===== config.mk =====
export PLATFORM = sky130hd
export DESIGN_NAME = config_variable_programming_responder_unit
export DESIGN_NICKNAME = d
export VERILOG_FILES = /design/src/cvpr_pkg.sv /design/src/cvpr_ram.sv /design/src/cvpr_eval.sv /design/src/config_variable_programming_responder_unit.sv
export SDC_FILE = /design/constraint.sdc
export NUM_CORES = 1
export LEC_CHECK = 0
export ABC_AREA = 1
export BUFFER_PORTS_ARGS = -buffer_cell sky130_fd_sc_hd__buf_2
export CAP_MARGIN = 20
export CORE_ASPECT_RATIO = 1.4
export CORE_MARGIN = 1.5
export CORE_UTILIZATION = 35
export CTS_CLUSTER_SIZE = 14
export DETAILED_ROUTE_END_ITERATION = 10
export PLACE_DENSITY_LB_ADDON = 0.3
export REMOVE_ABC_BUFFERS = 1
export SLEW_MARGIN = 20
export SYNTH_ARGS = -nofsm -noshare
export SYNTH_HDL_FRONTEND = slang
export SYNTH_HIERARCHICAL = 1
export SYNTH_SLANG_ARGS = --single-unit

===== constraint.sdc =====
create_clock -name clk -period 4.5 [get_ports clk]
set_clock_uncertainty 0.05 [all_clocks]
set_input_delay 0.45 -clock clk [delete_from_list [all_inputs] [get_ports clk]]
set_output_delay 0.45 -clock clk [all_outputs]
set_load 0.01 [all_outputs]

===== src/cvpr_pkg.sv =====
package cvpr_pkg;

	localparam int DATA_W = 16;

	localparam logic [1:0] FUNC_START = 2'd0;
	localparam logic [1:0] FUNC_READ  = 2'd1;
	localparam logic [1:0] FUNC_WRITE = 2'd2;
	localparam logic [1:0] FUNC_STOP  = 2'd3;

	localparam logic [1:0] STATUS_OK          = 2'd0;
	localparam logic [1:0] STATUS_UNSUPPORTED = 2'd1;
	localparam logic [1:0] STATUS_IGNORED     = 2'd2;

	localparam logic [DATA_W-1:0] BROADCAST_ADDR = 16'hFFFF;

	typedef struct packed {
		logic [1:0]        func;
		logic [DATA_W-1:0] article;
		logic [DATA_W-1:0] module_addr;
		logic [DATA_W-1:0] value;
		logic              in_range;
	} req_t;

	typedef struct packed {
		logic [1:0]        status;
		logic [DATA_W-1:0] read_data;
		logic              wr_en;
		logic              set_mode;
		logic              clr_mode;
	} eval_t;

endpackage


===== src/cvpr_ram.sv =====
module cvpr_ram #(
	parameter int WIDTH = 16,
	parameter int DEPTH = 16,
	parameter int AW    = (DEPTH > 1) ? $clog2(DEPTH) : 1
) (
	input  logic             clk,
	input  logic             we,
	input  logic [AW-1:0]    waddr,
	input  logic [WIDTH-1:0] wdata,
	input  logic             re,
	input  logic [AW-1:0]    raddr,
	output logic [WIDTH-1:0] rdata
);

	logic [WIDTH-1:0] mem_q [DEPTH];

	always_ff @(posedge clk) begin
		if (we) begin
			mem_q[waddr] <= wdata;
		end
		if (re) begin
			rdata <= mem_q[raddr];
		end
	end

endmodule


===== src/cvpr_eval.sv =====
module cvpr_eval (
	input  cvpr_pkg::req_t              req,
	input  logic [cvpr_pkg::DATA_W-1:0] article_number,
	input  logic                        prog_active,
	input  logic [cvpr_pkg::DATA_W-1:0] entry,
	output cvpr_pkg::eval_t             res
);
	import cvpr_pkg::*;

	logic art_ok;
	logic prog_ok;

	assign art_ok  = (req.article == article_number);
	assign prog_ok = prog_active && art_ok;

	always_comb begin
		res           = '0;
		res.status    = STATUS_IGNORED;
		res.read_data = '0;
		case (req.func)
			FUNC_START: begin
				if (art_ok) begin
					// own address wins over broadcast when they are equal
					if (req.module_addr == entry) begin
						res.status    = STATUS_OK;
						res.read_data = entry;
						res.set_mode  = 1'b1;
					end else if (req.module_addr == BROADCAST_ADDR) begin
						res.status    = STATUS_OK;
						res.read_data = entry;
					end
				end
			end
			FUNC_READ: begin
				if (prog_ok) begin
					if (req.in_range) begin
						res.status    = STATUS_OK;
						res.read_data = entry;
					end else begin
						res.status = STATUS_UNSUPPORTED;
					end
				end
			end
			FUNC_WRITE: begin
				if (prog_ok) begin
					if (req.in_range) begin
						res.status = STATUS_OK;
						res.wr_en  = 1'b1;
					end else begin
						res.status = STATUS_UNSUPPORTED;
					end
				end
			end
			FUNC_STOP: begin
				if (prog_ok) begin
					res.status   = STATUS_OK;
					res.clr_mode = 1'b1;
				end
			end
			default: begin
				res.status = STATUS_IGNORED;
			end
		endcase
	end

endmodule


===== src/config_variable_programming_responder_unit.sv =====
// channel   direction  handshake            payload
// request   in         in_valid / in_ready  func, request_article, cv_address,
//                                           module_address, write_value
// response  out        out_valid/out_ready  status, read_data
// config    in         cfg_we               cfg_wdata (article number)
//
// each request goes through two steps: the table read, then evaluate and write back
// the response sits in an output register, so a new request is taken while it waits
// a full output register with out_ready low holds the evaluate cycle
// reset clears the mode flag, the article number and the per-entry valid bits;
// an entry never written reads as zero, so no clearing pass is needed
module config_variable_programming_responder_unit #(
	parameter int TABLE_DEPTH = 16
) (
	input  logic                        clk,
	input  logic                        arst_n,
	input  logic                        in_valid,
	output logic                        in_ready,
	input  logic [1:0]                  func,
	input  logic [cvpr_pkg::DATA_W-1:0] request_article,
	input  logic [cvpr_pkg::DATA_W-1:0] cv_address,
	input  logic [cvpr_pkg::DATA_W-1:0] module_address,
	input  logic [cvpr_pkg::DATA_W-1:0] write_value,
	output logic                        out_valid,
	input  logic                        out_ready,
	output logic [1:0]                  status,
	output logic [cvpr_pkg::DATA_W-1:0] read_data,
	input  logic                        cfg_we,
	input  logic [cvpr_pkg::DATA_W-1:0] cfg_wdata
);
	import cvpr_pkg::*;

	localparam int IDX_W = (TABLE_DEPTH > 1) ? $clog2(TABLE_DEPTH) : 1;

	typedef enum logic {
		ST_IDLE,
		ST_EVAL
	} state_t;

	state_t               state_q;
	logic [DATA_W-1:0]    article_q;
	logic                 prog_q;
	logic [TABLE_DEPTH-1:0] valid_q;
	req_t                 req_s1;
	logic [IDX_W-1:0]     idx_s1;
	logic                 out_valid_q;
	logic [1:0]           status_q;
	logic [DATA_W-1:0]    read_data_q;

	logic                 in_accept;
	logic                 advance;
	logic                 in_range;
	logic [IDX_W-1:0]     rd_idx;
	logic [DATA_W-1:0]    ram_rdata;
	logic [DATA_W-1:0]    entry;
	logic                 ram_we;
	eval_t                ev;

	assign in_ready  = (state_q == ST_IDLE);
	assign in_accept = in_valid && in_ready;
	assign advance   = (state_q == ST_EVAL) && (!out_valid_q || out_ready);

	assign in_range = ({1'b0, cv_address} < 17'(TABLE_DEPTH));
	// start always looks at entry 0, the module address
	assign rd_idx   = (func == FUNC_START) ? '0 : cv_address[IDX_W-1:0];

	cvpr_ram #(
		.WIDTH(DATA_W),
		.DEPTH(TABLE_DEPTH),
		.AW   (IDX_W)
	) u_table (
		.clk  (clk),
		.we   (ram_we),
		.waddr(idx_s1),
		.wdata(req_s1.value),
		.re   (in_accept),
		.raddr(rd_idx),
		.rdata(ram_rdata)
	);

	assign entry = valid_q[idx_s1] ? ram_rdata : '0;

	cvpr_eval u_eval (
		.req           (req_s1),
		.article_number(article_q),
		.prog_active   (prog_q),
		.entry         (entry),
		.res           (ev)
	);

	assign ram_we = advance && ev.wr_en;

	always_ff @(posedge clk or negedge arst_n) begin
		if (!arst_n) begin
			article_q <= '0;
		end else if (cfg_we) begin
			article_q <= cfg_wdata;
		end
	end

	always_ff @(posedge clk or negedge arst_n) begin
		if (!arst_n) begin
			state_q     <= ST_IDLE;
			prog_q      <= 1'b0;
			valid_q     <= '0;
			out_valid_q <= 1'b0;
		end else begin
			if (advance) begin
				out_valid_q <= 1'b1;
			end else if (out_valid_q && out_ready) begin
				out_valid_q <= 1'b0;
			end
			case (state_q)
				ST_IDLE: begin
					if (in_accept) begin
						req_s1.func        <= func;
						req_s1.article     <= request_article;
						req_s1.module_addr <= module_address;
						req_s1.value       <= write_value;
						req_s1.in_range    <= in_range;
						idx_s1             <= rd_idx;
						state_q            <= ST_EVAL;
					end
				end
				ST_EVAL: begin
					if (advance) begin
						status_q    <= ev.status;
						read_data_q <= ev.read_data;
						if (ev.set_mode) begin
							prog_q <= 1'b1;
						end else if (ev.clr_mode) begin
							prog_q <= 1'b0;
						end
						if (ev.wr_en) begin
							valid_q[idx_s1] <= 1'b1;
						end
						state_q <= ST_IDLE;
					end
				end
				default: begin
					state_q <= ST_IDLE;
				end
			endcase
		end
	end

	assign out_valid = out_valid_q;
	assign status    = status_q;
	assign read_data = read_data_q;

endmodule

==> results.tsv <==
metric	value	unit
cts_max_path_buffers	3	
p_leak	8.08	nW
avgSynthCellArea	10.7	um^2
wirelength	38900	um
tightest_slew	1.09	ns
ctsHoldBuffers	1	
ys_seq_area_frac	0.681	
avgRoutedWirePerCell	16.8	um
timing.fmax	271	MHz
clk_latency	0.54	ns
cp_max_fo	19	
grt_pass1_wl	59900	um
status	complete, no violations	
synthCells	1549	
use_met1	0.188	
drcViolationCount	0	
async_flop_share	0.0921	
yosysTopAreaCell	edfxtp_1	
drtPass1Iterations	4	
drv_slew	0	
p_int	0.00604	W
cts_resized	0	
stdcell_area	19100	um^2
vias	10700	
syn_area	16500	um^2
finalSetupTns	0	ns
ios	107	
synth_seq_cells	380	
cts_tree	done	
post-route-min-period	3.69	ns
die_x	187	um
cp-end-kind	flip-flop	
fin_nets	1753	
place_area	17800	um^2
rsz0062_at_grt	no	
period_share	0.820	
place.gp.congestion	0.815	
post_cts_buffers	0	
post-route-util	0.407	
cp_num_buf_inv	3	
maxCapViolCount	0	
first_global_vias	10600	
post-place-cells	2247	
critPathArrivalTime	3.79	ns
top_usage_layer	met2	
synth_edf_count	345	
drtIter0Drc	710	
relSlewSlack	0.273	
grt-ovfl-total	0	
stdcell_count	2317	
gr-usage-met2	0.296	
core	46800	um^2
synth_most_common_cell	nand2_1	
powerDensity	406	nW/um^2
synth.distinct_cells	35	
grt_util_met3	0.0266	
power.net_switching	0.00170	W
die_y	260	um
htree_levels	2	
hold_viol_final	0	
clockRootBuffer	clkbuf_16	
combPwrFrac	0.061	
critPathKind	flip-flop to flip-flop	
swShare	0.220	
track_usage	0.161	
clkPwrFrac	0.423	
dpl.hpwl	23800	um
cts_num_sinks	380	
required	4.60	ns
synth_commonest_cells	466 x nand2_1, 345 x edfxtp_1, 276 x inv_1, 197 x nand3_1, 61 x nor2_1	
cp_slowest_cell	nor2_2	
rows	94	
ys.flop_type	edfxtp_1	
portBuffers	106	
yosysWarnings	6	
initial_core_util	0.353	
drive_above_1_share	0.162	
hold_path.class	input port to flip-flop	
antenna_cells_inserted	0	
crit_family	simple AND/OR/NAND/NOR gates	
synth.top_cells.by_area	edfxtp_1 63%, nand2_1 11%, inv_1 6.3%	
dieArea	48500	um^2
pwr-share-seq	0.516	
area_growth	15.5	%
routed_via_density	4.62	
cts_buffers	40	
antenna_found_initial	0	
cp-start-kind	flip-flop	
path_cells	inv_1, nand2_1, nand2_1, inv_1, nor2_1, nand2_1, nor2_1, nand2_2, nor2_1, nand2_1, nor3_1, nand3_1, inv_1, nand3_1, nor2_2	
path_clk_slew	0.06	ns
peakVddDrop	0.251	mV
max_stage_delay	0.90	ns
finalSetupViolations	0	
grt_max_degree	81	
critPathMostFrequentCell	nand2_1	
synth_top_area_share	0.628	
ant_nets	0	
## final timing paths
| path | start | end | slack, ns | cells past startpoint |
|---|---|---|---|---|
| worst min-delay path | write_value[3] | req_s1[4] | 0.03 | 1 |
| worst max-delay path | req_s1[44] | u_table/mem_q[13][12] | 0.81 | 15 |
| worst max register to register | req_s1[44] | u_table/mem_q[13][12] | 0.81 | 15 |
| worst min register to register | valid_q[6] | valid_q[6] | 0.42 | 1 |
| max in group asynchronous | arst_n | valid_q[3] | 3.59 | 3 |
| min in group asynchronous | arst_n | article_q[14] | 0.46 | 3 |
## routing by layer
| layer | up-vias | part of all wire |
|---|---|---|
| met2 | 296 | 0.51 |
| li1 | 5231 | - |
| met3 | 60 | 0.054 |
| met1 | 5128 | 0.40 |
| met4 | 0 | 0.032 |
| met5 | - | 0 |
## cell type report
type | instances | area (um^2)
clock inverters | 21 | 235
well taps | 624 | 781
inverters | 281 | 1060
clock buffers | 48 | 1050
fillers | 4494 | 27700
flip-flops and latches | 380 | 11200
repair buffers | 134 | 806
multi-input cells | 829 | 3900
## registers in the layout, summed over array words and instances (netlist names)
signal and flops:
prog_q 1, idx_s1 4, read_data 16, status 2
valid_q 16, state_q 1, u_table/mem_q 256, article_q 16
u_table/rdata 16, req_s1 51, out_valid 1
## cells by family (layout without fill, tap and decap cells)
| family | Yosys count | count (layout) | synth area share |
|---|---|---|---|
| DFF | 380 | 380 | 0.681 |
| and+or+nand+nor | 756 | 756 | 0.193 |
| AOI/OAI and AO/OA | 36 | 36 | 0.0174 |
| buffers and inverters | 340 | 484 | 0.0872 |
| muxes | 16 | 16 | 0.0109 |
| xor gates and xnor gates | 21 | 21 | 0.0111 |
## power by group through the flow
stage / Clock, W / Sequential, W / Combinational, W
floorplan: 0 / 0.00405 / 0.000288
global placement: 0 / 0.00406 / 0.000473
detailed placement: 0 / 0.00407 / 0.000478
CTS: 0.00336 / 0.00399 / 0.000481
global route: 0.00349 / 0.00400 / 0.000531
finish: 0.00327 / 0.00399 / 0.000474
## metrics by stage
stage | setup slack [ns] | hold slack [ns] | power, W
floorplan | -3.19 | 0.104 | 0.00434
global placement | 0.875 | 0.400 | 0.00454
CTS | 0.799 | 0.00488 | 0.00784
finish | 0.810 | 0.0323 | 0.00774
detailed placement | 0.823 | 0.406 | 0.00455
global route | 0.454 | 0.00900 | 0.00802
## placed cells by master, fill, tap and decap left out, types with 15 or more instances in the layout
| cell | n |
|---|---|
| nor2_2 | 29 |
| xnor2_1 | 20 |
| inv_1 | 276 |
| edfxtp_1 | 345 |
| nand3_1 | 197 |
| buf_4 | 22 |
| nor2_1 | 41 |
| nand2_1 | 466 |
| dfrtp_1 | 35 |
| mux2_2 | 16 |
| clkbuf_16 | 41 |
| buf_2 | 106 |
| a31o_2 | 15 |
No activity file was read; power rests on OpenSTA's default activity.
